$ cat config.mk
export PLATFORM = sky130hd
export DESIGN_NAME = key_value_colour_config_parser
export DESIGN_NICKNAME = d
export VERILOG_FILES = /design/src/design/kvcp_pkg.sv /design/src/design/key_value_colour_config_parser.sv /design/src/design/kvcp_front.sv /design/src/design/kvcp_queue.sv /design/src/design/kvcp_back.sv
export VERILOG_INCLUDE_DIRS = /design/src /design/src/design
export SDC_FILE = /design/constraint.sdc
export NUM_CORES = 1
export LEC_CHECK = 0
export BUFFER_PORTS_ARGS = -buffer_cell sky130_fd_sc_hd__buf_4
export CORE_MARGIN = 2
export CORE_UTILIZATION = 55
export CTS_CLUSTER_SIZE = 16
export DETAILED_ROUTE_END_ITERATION = 10
export GPL_TIMING_DRIVEN = 0
export PLACE_DENSITY = 0.86
export SLEW_MARGIN = 20
export SYNTH_ARGS = -nofsm -noshare
export SYNTH_HDL_FRONTEND = slang
export SYNTH_SLANG_ARGS = --single-unit
$ cat constraint.sdc
create_clock -name clk -period 3 [get_ports clk]
set_clock_uncertainty 0.15 [all_clocks]
set_input_delay 0.45 -clock clk [delete_from_list [all_inputs] [get_ports clk]]
set_output_delay 0.45 -clock clk [all_outputs]
set_load 0.05 [all_outputs]
$ cat src/design/assert_macros.svh
// ---------------------------------------------------------------------------
// assert_macros.svh
// Clocked assertion helpers shared by the parser modules.
// ---------------------------------------------------------------------------
`ifndef ASSERT_MACROS_SVH
`define ASSERT_MACROS_SVH

// Check a property at every rising edge, skipped while reset is high.
`define ASSERT_CLK(lbl, clk, rst, prop, msg) \
  lbl: assert property (@(posedge clk) disable iff (rst) (prop)) else $error(msg);

// Check a property at every rising edge, reset included.
`define ASSERT_ALWAYS(lbl, clk, prop, msg) \
  lbl: assert property (@(posedge clk) (prop)) else $error(msg);

`endif

$ cat src/design/kvcp_pkg.sv
// ---------------------------------------------------------------------------
// kvcp_pkg
// Types, character codes and colour name tables of the colour config parser.
// ---------------------------------------------------------------------------
`default_nettype none

package kvcp_pkg;

  localparam int NAME_COUNT = 9;
  localparam int NAME_MAX   = 6;
  localparam int PREFIX_LEN = 4;

  localparam logic [7:0] CH_NUL   = 8'h00;
  localparam logic [7:0] CH_COMMA = 8'h2C;
  localparam logic [7:0] CH_EQ    = 8'h3D;

  localparam logic [2:0] KEY_POS_MAX = 3'd7;

  typedef enum logic [1:0] {
    PH_KEY   = 2'd0,
    PH_VALUE = 2'd1,
    PH_SKIP  = 2'd2,
    PH_DONE  = 2'd3
  } phase_t;

  typedef struct packed {
    logic [7:0] colour_code;
    logic [3:0] colour_index;
  } result_t;

  typedef struct packed {
    logic full;
    logic empty;
  } q_stat_t;

  localparam logic [2:0] NAME_LEN [NAME_COUNT] = '{
    3'd3, 3'd5, 3'd4, 3'd6, 3'd6, 3'd6, 3'd5, 3'd5, 3'd5
  };

  // "CFG:"
  function automatic logic [7:0] prefix_char(input logic [1:0] pos);
    logic [7:0] c;
    case (pos)
      2'd0:    c = 8'h43;
      2'd1:    c = 8'h46;
      2'd2:    c = 8'h47;
      default: c = 8'h3A;
    endcase
    return c;
  endfunction

  // Red Green Blue Yellow Purple Orange Black White Brown
  function automatic logic [7:0] name_char(input logic [3:0] idx, input logic [2:0] pos);
    logic [47:0] txt;
    logic [7:0]  c;
    case (idx)
      4'd0:    txt = {8'h00, 8'h00, 8'h00, "d", "e", "R"};
      4'd1:    txt = {8'h00, "n", "e", "e", "r", "G"};
      4'd2:    txt = {8'h00, 8'h00, "e", "u", "l", "B"};
      4'd3:    txt = {"w", "o", "l", "l", "e", "Y"};
      4'd4:    txt = {"e", "l", "p", "r", "u", "P"};
      4'd5:    txt = {"e", "g", "n", "a", "r", "O"};
      4'd6:    txt = {8'h00, "k", "c", "a", "l", "B"};
      4'd7:    txt = {8'h00, "e", "t", "i", "h", "W"};
      4'd8:    txt = {8'h00, "n", "w", "o", "r", "B"};
      default: txt = '0;
    endcase
    case (pos)
      3'd0:    c = txt[7:0];
      3'd1:    c = txt[15:8];
      3'd2:    c = txt[23:16];
      3'd3:    c = txt[31:24];
      3'd4:    c = txt[39:32];
      3'd5:    c = txt[47:40];
      default: c = 8'h00;
    endcase
    return c;
  endfunction

endpackage

`default_nettype wire

$ cat src/design/key_value_colour_config_parser.sv
// ---------------------------------------------------------------------------
// key_value_colour_config_parser
// Finds Colour=Value tokens in a byte stream and emits colour setting codes.
// ---------------------------------------------------------------------------
//  port group  dir  tdata bits                                   tlast
//  s_*         in   [7:0] msg_byte                               last_byte
//  m_*         out  [3:0] colour_index, [11:4] colour_code       -
//
//  One byte is taken per cycle while s_tready is high; the parser state updates in the same cycle.
//  A result passes from its value byte through the queue and the output register to m_tvalid.
//  s_tready drops only while the QUEUE_DEPTH-entry result queue is full.
//  Synchronous reset rst clears parser state, queue and output valid.
// ---------------------------------------------------------------------------
`default_nettype none

module key_value_colour_config_parser #(
  parameter int QUEUE_DEPTH = 4
) (
  input  wire         clk,
  input  wire         rst,
  input  wire         s_tvalid,
  output logic        s_tready,
  input  wire  [7:0]  s_tdata,   // [7:0] msg_byte
  input  wire         s_tlast,
  output logic        m_tvalid,
  input  wire         m_tready,
  output logic [15:0] m_tdata    // [3:0] colour_index, [11:4] colour_code, [15:12] zero
);

  kvcp_pkg::q_stat_t  q_stat;
  kvcp_pkg::result_t  push_item;
  kvcp_pkg::result_t  pop_item;
  kvcp_pkg::result_t  out_item;
  logic               push;
  logic               pop;

  kvcp_front u_front (
    .clk       (clk),
    .rst       (rst),
    .in_valid  (s_tvalid),
    .in_ready  (s_tready),
    .in_byte   (s_tdata),
    .in_last   (s_tlast),
    .q_stat    (q_stat),
    .push      (push),
    .push_item (push_item)
  );

  kvcp_queue #(
    .DEPTH (QUEUE_DEPTH)
  ) u_queue (
    .clk       (clk),
    .rst       (rst),
    .push      (push),
    .push_item (push_item),
    .pop       (pop),
    .pop_item  (pop_item),
    .q_stat    (q_stat)
  );

  kvcp_back u_back (
    .clk       (clk),
    .rst       (rst),
    .q_stat    (q_stat),
    .pop_item  (pop_item),
    .pop       (pop),
    .out_valid (m_tvalid),
    .out_ready (m_tready),
    .out_item  (out_item)
  );

  assign m_tdata = {4'b0000, out_item.colour_code, out_item.colour_index};

endmodule

`default_nettype wire

$ cat src/design/kvcp_front.sv
// ---------------------------------------------------------------------------
// kvcp_front
// Byte parser: prefix skip, key matching and value capture, one byte a cycle while the queue is not full.
// ---------------------------------------------------------------------------
`default_nettype none

`include "assert_macros.svh"

module kvcp_front (
  input  wire                 clk,
  input  wire                 rst,
  input  wire                 in_valid,
  output logic                in_ready,
  input  wire  [7:0]          in_byte,
  input  wire                 in_last,
  input  kvcp_pkg::q_stat_t   q_stat,
  output logic                push,
  output kvcp_pkg::result_t   push_item
);

  logic                   accept;
  logic [2:0]             prefix_count, prefix_count_next;
  logic                   prefix_alive, prefix_alive_next;
  logic [2:0]             key_position, key_position_next;
  logic [8:0]             key_candidates, key_candidates_next;
  kvcp_pkg::phase_t       phase, phase_next;
  logic [3:0]             matched_colour, matched_colour_next;
  logic                   prefix_done;
  logic                   hit;
  logic [8:0]             keep;

  assign in_ready = !q_stat.full;
  assign accept   = in_valid && in_ready;

  always_comb begin
    prefix_count_next   = prefix_count;
    prefix_alive_next   = prefix_alive;
    key_position_next   = key_position;
    key_candidates_next = key_candidates;
    phase_next          = phase;
    matched_colour_next = matched_colour;
    prefix_done         = 1'b0;
    hit                 = 1'b0;
    keep                = '0;
    push                = 1'b0;
    push_item.colour_index = matched_colour;
    push_item.colour_code  = in_byte;

    if (phase != kvcp_pkg::PH_DONE) begin
      if (prefix_alive) begin
        if (prefix_count < 3'(kvcp_pkg::PREFIX_LEN) &&
            in_byte == kvcp_pkg::prefix_char(prefix_count[1:0])) begin
          prefix_count_next = prefix_count + 3'd1;
          if (prefix_count_next == 3'(kvcp_pkg::PREFIX_LEN)) begin
            prefix_done       = 1'b1;
            prefix_alive_next = 1'b0;
          end
        end else begin
          prefix_alive_next = 1'b0;
        end
      end

      if (in_byte == kvcp_pkg::CH_NUL) begin
        phase_next = kvcp_pkg::PH_DONE;
      end else if (in_byte == kvcp_pkg::CH_COMMA) begin
        key_position_next   = '0;
        key_candidates_next = '1;
        phase_next          = kvcp_pkg::PH_KEY;
      end else if (phase == kvcp_pkg::PH_KEY) begin
        if (in_byte == kvcp_pkg::CH_EQ) begin
          for (int i = 0; i < kvcp_pkg::NAME_COUNT; i++) begin
            if (key_candidates[i] && kvcp_pkg::NAME_LEN[i] == key_position) begin
              matched_colour_next = 4'(i);
              hit                 = 1'b1;
            end
          end
          phase_next = hit ? kvcp_pkg::PH_VALUE : kvcp_pkg::PH_SKIP;
        end else begin
          for (int i = 0; i < kvcp_pkg::NAME_COUNT; i++) begin
            keep[i] = key_candidates[i] && key_position < kvcp_pkg::NAME_LEN[i] &&
                      kvcp_pkg::name_char(4'(i), key_position) == in_byte;
          end
          key_candidates_next = keep;
          if (key_position < kvcp_pkg::KEY_POS_MAX) begin
            key_position_next = key_position + 3'd1;
          end
        end
      end else if (phase == kvcp_pkg::PH_VALUE) begin
        push       = accept;
        phase_next = kvcp_pkg::PH_SKIP;
      end

      // drop the prefix bytes from the key
      if (prefix_done && phase_next != kvcp_pkg::PH_DONE) begin
        key_position_next   = '0;
        key_candidates_next = '1;
        phase_next          = kvcp_pkg::PH_KEY;
      end
    end

    if (in_last) begin
      prefix_count_next   = '0;
      prefix_alive_next   = 1'b1;
      matched_colour_next = '0;
      key_position_next   = '0;
      key_candidates_next = '1;
      phase_next          = kvcp_pkg::PH_KEY;
    end
  end

  always_ff @(posedge clk) begin
    if (rst) begin
      prefix_count   <= '0;
      prefix_alive   <= 1'b1;
      key_position   <= '0;
      key_candidates <= '1;
      phase          <= kvcp_pkg::PH_KEY;
      matched_colour <= '0;
    end else if (accept) begin
      prefix_count   <= prefix_count_next;
      prefix_alive   <= prefix_alive_next;
      key_position   <= key_position_next;
      key_candidates <= key_candidates_next;
      phase          <= phase_next;
      matched_colour <= matched_colour_next;
    end
  end

  `ASSERT_CLK(a_push_from_value, clk, rst, push |-> (accept && phase == kvcp_pkg::PH_VALUE && matched_colour <= 4'd8), "push outside value phase")
  `ASSERT_CLK(a_prefix_bound, clk, rst, prefix_count <= 3'(kvcp_pkg::PREFIX_LEN), "prefix count overrun")

endmodule

`default_nettype wire

$ cat src/design/kvcp_queue.sv
// ---------------------------------------------------------------------------
// kvcp_queue
// Small result queue between the parser and the output stage.
// ---------------------------------------------------------------------------
`default_nettype none

`include "assert_macros.svh"

module kvcp_queue #(
  parameter int DEPTH = 4
) (
  input  wire                 clk,
  input  wire                 rst,
  input  wire                 push,
  input  kvcp_pkg::result_t   push_item,
  input  wire                 pop,
  output kvcp_pkg::result_t   pop_item,
  output kvcp_pkg::q_stat_t   q_stat
);

  localparam int PTR_W = (DEPTH > 1) ? $clog2(DEPTH) : 1;
  localparam int CNT_W = $clog2(DEPTH + 1);

  kvcp_pkg::result_t  mem [DEPTH];
  logic [PTR_W-1:0]   wr_ptr;
  logic [PTR_W-1:0]   rd_ptr;
  logic [CNT_W-1:0]   count;

  assign q_stat.full  = (count == CNT_W'(DEPTH));
  assign q_stat.empty = (count == '0);
  assign pop_item     = mem[rd_ptr];

  always_ff @(posedge clk) begin
    if (push) begin
      mem[wr_ptr] <= push_item;
    end
  end

  always_ff @(posedge clk) begin
    if (rst) begin
      wr_ptr <= '0;
      rd_ptr <= '0;
      count  <= '0;
    end else begin
      if (push) begin
        wr_ptr <= (wr_ptr == PTR_W'(DEPTH - 1)) ? '0 : wr_ptr + 1'b1;
      end
      if (pop) begin
        rd_ptr <= (rd_ptr == PTR_W'(DEPTH - 1)) ? '0 : rd_ptr + 1'b1;
      end
      if (push && !pop) begin
        count <= count + 1'b1;
      end else if (pop && !push) begin
        count <= count - 1'b1;
      end
    end
  end

  `ASSERT_CLK(a_no_overflow, clk, rst, !(push && q_stat.full), "push into full queue")
  `ASSERT_CLK(a_no_underflow, clk, rst, !(pop && q_stat.empty), "pop from empty queue")
  `ASSERT_CLK(a_count_up, clk, rst, (push && !pop) |=> (count == $past(count) + 1'b1), "count did not advance")

endmodule

`default_nettype wire

$ cat src/design/kvcp_back.sv
// ---------------------------------------------------------------------------
// kvcp_back
// Output stage: registers one result word and hands it downstream.
// ---------------------------------------------------------------------------
`default_nettype none

`include "assert_macros.svh"

module kvcp_back (
  input  wire                 clk,
  input  wire                 rst,
  input  kvcp_pkg::q_stat_t   q_stat,
  input  kvcp_pkg::result_t   pop_item,
  output logic                pop,
  output logic                out_valid,
  input  wire                 out_ready,
  output kvcp_pkg::result_t   out_item
);

  // advance when the output register is free or being drained
  assign pop = !q_stat.empty && (!out_valid || out_ready);

  always_ff @(posedge clk) begin
    if (rst) begin
      out_valid <= 1'b0;
    end else if (!out_valid || out_ready) begin
      out_valid <= !q_stat.empty;
    end
  end

  always_ff @(posedge clk) begin
    if (pop) begin
      out_item <= pop_item;
    end
  end

  `ASSERT_CLK(a_index_range, clk, rst, out_valid |-> (out_item.colour_index <= 4'd8), "colour index out of range")
  `ASSERT_CLK(a_load_from_pop, clk, rst, (!out_valid && !q_stat.empty) |=> out_valid, "output stage missed a word")

endmodule

`default_nettype wire

# --- Word level (Yosys, flattened, before mapping) ---
# Memories as Yosys holds them, arrays and structs flattened. A register that Yosys moved wholly into a read port is not among the register bits.
# Cells that the tools add are included.
word_totals:
  ff_bits: 30
  ramBits: 48
  in_bits: 13
  wordCells: 251
  mem_count: 1
mem_list:
  columns: ["memory", "depth", "word_bits", "rd", "rd_ports_with_merged_regs", "wr", "line_no", "text"]
  rows:
  - ["u_queue.mem", 4, 12, 1, 1, 1, "kvcp_queue.sv:24", "kvcp_pkg::result_t mem [DEPTH];"]
classes:
  add_sub_neg: 6
  order_cmp: 6
  n_eq_ne: 34
  mux: 135
  reduce_logical: 59
op_table:
  columns: ["operator", "n"]
  rows:
  - ["8-bit two-way mux", 47]
  - ["7-bit one-hot mux with 5 select lines", 4]
  - ["7-bit one-hot mux with 6 select lines", 2]
  - ["8-bit == test", 10]
  - ["9-bit two-way mux", 7]
  - ["4-bit two-way mux", 15]
  - ["7-bit one-hot mux with 4 select lines", 2]
  - ["3-bit two-way mux", 14]
  - ["7-bit one-hot mux with 3 select lines", 2]
  - ["1-bit logical AND", 33]
  - ["1-bit two-way mux", 30]
  - ["2-bit two-way mux", 12]
  - ["8-bit by 6-bit == test with 1-bit output (second input constant)", 2]
  - ["3-bit less-than comparator (second input constant)", 5]
  - ["3-bit == test (second input constant)", 4]
  - ["2-bit nonzero test", 6]
  - ["10-bit nonzero test", 1]
  - ["3-bit by 1-bit adder with 3-bit output (second input constant)", 3]
  - ["3-bit == test (first input constant)", 3]
  - ["8-bit zero test", 1]
  - ["2-bit != test (second input constant)", 4]
  - ["4-bit nonzero test", 2]
  - ["7-bit AND reduction", 1]
  - ["2-bit == test (second input constant)", 3]
  - ["18 further kinds", 27]

# --- Depth between registers and ports, before layout ---
# Gate-level depths: netlist of run 1.
logic_depth:
  depth_word: 27
  mapped_depth: 12

# --- Modules after synthesis ---
# From an unflattened synthesis of run 1, not the netlist that was laid out.
hier_totals:
  cells_unflattened: 490
  hier_area_um2: 5322.6
by_module_without_submodules:
  columns: ["mod", "n_inst", "cells_per_inst", "area_each_um2", "seq_area_each_um2"]
  rows:
  - ["kvcp_front", 1, 363, 2696.3, 440.4]
  - ["kvcp_queue", 1, 106, 2175.8, 1621.6]
  - ["kvcp_back", 1, 16, 416.6, 380.4]
  - ["key_value_colour_config_parser", 1, 5, 33.8, 0.0]

# --- Least setup slack after synthesis of run 1 ---
# Ideal clock, no wire load.
synth_path:
  kind: "register to register"
  from: "register u_front.key_position[2]"
  to: "register u_front.key_candidates[7]"
  arrival_time_ns: 2.700
  t_required_ns: 2.780
  path_slack_ns: 0.081
  path_stages_with_launch: 11
  path_buffers: 3
  cell_sequence: "dfxtp_1 buf_2 buf_2 clkinv_1 ha_1 clkbuf_1 nor4_2 o21ai_1 a221oi_2 or4b_1 a21oi_1"
synth_between:
  elab_chain_cells: 27
  elab_cells_between_ends: 61
synth_lines:
  columns: ["item", "line_no", "text"]
  rows:
  - ["start, declared", "kvcp_front.sv:24", "logic [2:0] key_position, key_position_next;"]
  - ["start signal, assigned", "kvcp_front.sv:122", "key_position <= key_position_next;"]
  - ["parallel branches: the longest is 27 deep, another holds 2-bit by 3-bit == test with 1-bit output", null, null]
  - ["end signal, assigned", "kvcp_front.sv:123", "key_candidates <= key_candidates_next;"]
  - ["end, declared", "kvcp_front.sv:25", "logic [8:0] key_candidates, key_candidates_next;"]
# Parallel ways; which one is timed is not known. The select of a mux whose other input is x is not followed.
# A chain may end at the register's enable or synchronous reset.

# --- Worst setup path after layout of run 1 ---
layout_path:
  from: "register u_front.key_position[0]"
  to: "register u_front.key_candidates[4]"
# Same word-level chain as after synthesis.

==> run metrics, run 1 <==
critical path endpoint category register; drt first pass iters 6; initial antenna violation count 0; Mean Syn Cell Area 11.0 sq um; Yosys top cell by area edfxtp_1; Post-synth EDFFs 60; wire per inst 19.0 um; # hold bufs at CTS 0; Max Slew Vio Count 0; commonest non-fill, non-tap cell in the layout edfxtp_1; num rows 34; H-tree depth 3; vias in the first global route 3658; root buffer cell clkbuf_8; CTS tree yes; Synth Cell Area 4930 sq um; clock buffer count from CTS 9; Yosys reg bits 90; status complete, no violations; peak supply drop 0.000294 V; yosys warns 0; setup_tns 0 ns; Power Total 3.51 mW; core area 8720 sq um; IO Port Bufs 25; fin crit period 2.92 ns; Slew @ Worst Pin 0.783 ns; worst path required time 3.09 ns; hold path depth 1; Die H 98.7 um; Post-DRT Antenna Nets 0; Pleak 1.93 nW; commonest cells after routing, fill and taps aside edfxtp_1, buf_4, nor2_1; Area after DPL 5270 sq um; power per cell area 630 nW/um^2; max-cap viol count 0; predominant post-synthesis flop cell edfxtp_1; largest net degree at the start of global routing 17; Layout Area Growth over Synthesis 12.9%; Layout Nets 519; Final Instance Area 5560 sq um; ys async rst share 0%; Worst Hold Launch s_tdata[3]; CP Class register to register; global-route wire length before repair 18300 um; Synth area leaders edfxtp_1, dfxtp_1, mux4_2; DIE AREA 9740 sq um; initial core utilization 56.5%; Clock Path Buffers 2; worst hold path class input port to register; R2R cell count 11; Post-Synthesis Cells 449; Vias/cell 6.28; Hold EP u_queue.mem[1][7]; layout cells sized above 1 21.3%; gpl congestion 0.991; max_slew headroom 47.8%; CP Launch Type register; DR vias 3799; share of the synthesized area in the top cell type 36.5%; post-synthesis sequential area ratio 48.7%; I/O pin count 31; crit path max fanout 10; DRC Markers 0; die span in x 98.7 um; Critical R2R Capture u_front.key_candidates[4]; DRT Wirelength 11500 um; RSZ-0062 raised after global routing true; Fmax 343 MHz; All-Layer GR Usage 23.9%; GRT overflow 0; CP arrival 3.01 ns; worst-skew pair later-pin latency 0.36 ns; count of final hold-check violations 0; period utilisation layout 97.3%; antenna diode count 0; reg2reg start u_front.key_position[0]; clock sink total 90; FILL cells 660; hpwl dp 8040 um; count of cell types in the netlist 77; clock-pin slew on the worst setup and hold paths 0.10 ns; initial drt markers 295; final count of negative-setup-slack endpoints 0; reg2reg setup slack 0.08 ns
==> registers in the layout, indices dropped and copies added, names as in the netlist <==
name and cells:
u_queue.mem 48, u_back.out_item 12, u_front.key_candidates 9, u_front.matched_colour 4
u_front.key_position 3, u_front.prefix_count 3, u_queue.count 3, u_front.phase 2
u_queue.rd_ptr 2, u_queue.wr_ptr 2, u_back.out_valid 1, u_front.prefix_alive 1
==> synth_stat cells, types with 9 or more instances <==
cell      instances
inv_1            12
mux4_2           12
o21ai_0          14
nor2_1           35
xnor2_1          13
nand2_1          31
a21oi_1          28
dfxtp_1          30
edfxtp_1         60
buf_2            11
ha_1             13
xor2_1            9
clkbuf_1         16
==> routing by layer <==
layer | wire length [um] | GRT usage [%] | up-vias
met1 | 4760 | 30.6 | 1838
li1 | - | - | 1770
met4 | 222 | 9.80 | 0
met5 | 0 | 0 | -
met2 | 5740 | 40.1 | 164
met3 | 746 | 4.61 | 27
==> how the worst max path moves through the flow <==
stage,startpoint,endpoint
floorplan,u_front.key_position[2],u_front.key_candidates[7]
global placement,u_front.key_position[2],u_front.key_candidates[7]
detailed placement,u_front.key_position[2],u_front.key_candidates[7]
CTS,u_front.key_position[1],u_front.key_candidates[4]
global route,u_front.key_position[0],u_front.key_candidates[8]
finish,u_front.key_position[0],u_front.key_candidates[4]
==> logic make-up after synthesis <==
kind of cell / after synthesis / synth area share [%]
AND/OR/NAND/NOR: 144 / 16.3
AO/OA/AOI/OAI: 107 / 15.4
multiplexers: 20 / 7.13
XOR/XNOR: 22 / 3.91
flip-flops: 90 / 48.7
adder cells (fa/ha/maj): 14 / 3.71
other: 1 / 0.0761
buffers and inverters: 51 / 4.70
==> through the flow <==
step | std cells | setup slack, ns | hold slack [ns] | utilization [%]
finish | 605 | 0.0824 | 0.149 | 63.8
CTS | 602 | 0.0108 | 0.141 | 63.0
detailed placement | 585 | -0.557 | 0.328 | 60.4
global placement | 585 | -0.572 | 0.306 | 60.4
global route | 605 | -0.0152 | 0.144 | 63.8
floorplan | 452 | 0.0805 | 0.309 | -
==> critical path: stages (launching register included) <==
cell and delay, ns:
dfxtp_4 0.41, buf_4 0.21, inv_1 0.09, ha_1 0.20
clkbuf_4 0.19, o211ai_1 0.18, o2111a_2 0.30, nand4_1 0.16
a221o_1 0.41, a21oi_2 0.25, buf_6 0.18, a211oi_2 0.07
==> timing repair <==
item	in CTS	in global routing
endpoints found under the setup margin	16	12
resized for setup	12	18
pin swaps	1	5
setup buffers	1	3
endpoints found under the hold margin	0	0
==> cell type report <==
class,count,area (sq um),share of cell area [%]
clock buffer,10,128,2.29
inverter,14,55.1,0.989
sequential,90,2410,43.3
buffer,37,204,3.67
clock inverter,6,50.0,0.899
multi-input combinational,311,2370,42.5
tap,108,135,2.43
timing repair buffer,29,218,3.91
==> report_power, final <==
part | internal, mW | switching (mW) | leakage [nW] | total [mW]
clock network | 0.311 | 0.455 | 0.0835 | 0.766
logic | 0.415 | 0.754 | 1.05 | 1.17
registers | 1.49 | 0.0821 | 0.793 | 1.57
total | 2.22 | 1.29 | 1.93 | 3.51
Power figures use the tool's default switching activity.
==> run 2, diff against run 1 <==
--- a/config.mk
+++ b/config.mk
@@ -13,7 +13,6 @@
 export DETAILED_ROUTE_END_ITERATION = 10
 export GPL_TIMING_DRIVEN = 0
 export PLACE_DENSITY = 0.86
-export SLEW_MARGIN = 20
 export SYNTH_ARGS = -nofsm -noshare
 export SYNTH_HDL_FRONTEND = slang
 export SYNTH_SLANG_ARGS = --single-unit
==> constraint.sdc (replaced) <==
create_clock -name clk -period 3 [get_ports clk]
set_clock_uncertainty 0.15 [all_clocks]
set_input_delay 0.45 -clock clk [delete_from_list [all_inputs] [get_ports clk]]
set_output_delay 0.45 -clock clk [all_outputs]
set_load 0.01 [all_outputs]
==> run 2 against run 1 <==
Effect of this change: worst hold slack got worse by 0.00078 ns; clock-buffer cell count did not move; critical endpoint unchanged; highest routed layer unchanged; clock power fell by 0.5%; critical path type unchanged.
==> run metrics, run 2 (same netlist as run 1, synthesis figures left out) <==
status complete, no violations; commonest cells after routing, fill and taps aside edfxtp_1, buf_4, nor2_1; Fmax 346 MHz (+0.94%); vias in the first global route 3645 (-0.36%); final count of negative-setup-slack endpoints 0 (unchanged); max_slew headroom 47.2% (-0.67 points); root buffer cell clkbuf_8; gpl congestion 0.991 (unchanged); die span in x 98.7 um (unchanged); H-tree depth 3 (unchanged); critical path endpoint category register; DR vias 3794 (-0.13%); Pleak 1.92 nW (-0.49%); CTS tree yes; worst hold path class input port to register; Layout Area Growth over Synthesis 12.4%; period utilisation layout 96.3% (-0.91 points); max reg flops 48 (unchanged); I/O pin count 31 (unchanged); CP Class register to register; peak supply drop 0.000228 V (-22%); global-route wire length before repair 18100 um (-1.0%); initial drt markers 311 (+5.4%); Slew @ Worst Pin 0.793 ns (+0.0101 ns); fin crit period 2.89 ns (-0.0273 ns); Die H 98.7 um (unchanged); antenna diode count 0 (unchanged); Non-Filler Instances 604 (-0.17%); worst path required time 3.12 ns (+0.03 ns); DRT Wirelength 11400 um (-0.55%); crit-path cells buf_4 -> inv_1 -> ha_1 -> clkbuf_4 -> nor2b_1 -> buf_2 -> nor4_4 -> mux2i_1 -> a31oi_1 -> or3_1 -> a211oi_1; drt first pass iters 6 (unchanged); clock buffer count from CTS 9 (unchanged); Clock Path Buffers 2 (unchanged); worst-skew pair later-pin latency 0.35 ns (about the same); count of final hold-check violations 0 (unchanged); setup_tns 0 ns (unchanged); num rows 34 (unchanged); CP max stage delay 0.45 ns (+0.04 ns); clock sink total 90 (unchanged); Max Slew Vio Count 0 (unchanged); IO Port Bufs 25 (unchanged); Layout Nets 518 (-0.19%); # hold bufs at CTS 0 (unchanged); hpwl dp 8000 um (-0.46%); largest net degree at the start of global routing 17 (unchanged); layout cells sized above 1 20.8% (-0.56 points); crit path max fanout 10 (unchanged); DIE AREA 9740 sq um (unchanged); clock-pin slew on the worst setup and hold paths 0.10 ns (about the same); wire per inst 18.9 um (-0.38%); initial antenna violation count 0 (unchanged); Vias/cell 6.28 (about the same); CP Launch Type register; initial core utilization 56.5% (unchanged); commonest non-fill, non-tap cell in the layout edfxtp_1; RSZ-0062 raised after global routing true; All-Layer GR Usage 23.8% (-0.080 points); power per cell area 581 nW/um^2 (-7.8%); CP arrival 3.01 ns (about the same); Top Registers u_queue.mem: 48 flops, u_back.out_item: 12 flops, u_front.key_candidates: 9 flops; core area 8720 sq um (unchanged); Placed Cells 585 (unchanged); GRT overflow 0 (unchanged); utilization after layout 63.5% (-0.26 points); slowest CP cell or3_1; DRC Markers 0 (unchanged); Post-DRT Antenna Nets 0 (unchanged); max-cap viol count 0 (unchanged); Largest Register u_queue.mem
-- run 2: changes by cell type in the layout (fill, tap and decap cells not counted), sizes merged --
cell  previous run  this run
buf             50        49
-- run 2: layout make-up --
| class | instances | area, sq um |
|---|---|---|
| clock inverters | 6 | 50.0 |
| well taps | 108 | 135 |
| fillers | 663 | 3180 |
| inverters | 14 | 55.1 |
| repair buffers | 28 | 210 |
| clock buffers | 10 | 128 |
| plain buffers | 37 | 199 |
| multi-input cells | 311 | 2360 |
| flip-flops and latches | 90 | 2410 |
-- run 2: what timing repair did --
| item | CTS | global route |
|---|---|---|
| pin swaps | 1 | 4 |
| setup buffers | 1 | 2 |
| setup endpoints to repair | 18 | 12 |
| resized for setup | 12 | 14 |
-- run 2: where the power goes --
part	leakage [nW]	total, mW	switching [mW]	internal (mW)
Clock	0.0835	0.762	0.452	0.310
Combinational	1.05	0.887	0.482	0.406
Sequential	0.793	1.57	0.0824	1.49
Total	1.92	3.22	1.02	2.21
-- run 2: per-stage QoR --
step	setup WS (ns)	cell area [sq um]	total power, mW	hold slack, ns
floorplan	0.0805	4940	2.16	0.309
global placement	-0.572	5260	2.43	0.306
detailed placement	-0.564	5260	2.47	0.324
CTS	0.0126	5480	3.23	0.141
global route	-0.0123	5540	3.37	0.141
finish	0.110	5540	3.22	0.149
-- run 2: layer usage --
layer	global-route usage [%]	vias up	part of all wire (%)
met5	0	-	0
met4	7.90	0	1.9
met1	30.5	1824	41
met2	41.3	169	50
met3	4.18	27	7.2
li1	-	1774	-
-- run 2: worst max-delay path, delay by kind of cell, from the launching register on --
| kind | cells | cell delay, ns |
|---|---|---|
| AND/OR/NAND/NOR | 3 | 0.78 |
| buffers and inverters | 4 | 0.69 |
| flip-flops | 1 | 0.41 |
| adder cells (fa/ha/maj) | 1 | 0.20 |
| AO/OA/AOI/OAI | 2 | 0.36 |
| multiplexers | 1 | 0.22 |
-- run 2: worst paths after layout --
check | slack, ns | cells past startpoint | startpoint | to
worst min-delay path | 0.15 | 1 | s_tdata[3] | u_queue.mem[1][7]
worst max-delay path | 0.11 | 11 | u_front.key_position[0] | u_front.key_candidates[4]
worst min register to register | 0.35 | 2 | u_back.out_valid | u_back.out_valid
worst max register to register | 0.11 | 11 | u_front.key_position[0] | u_front.key_candidates[4]
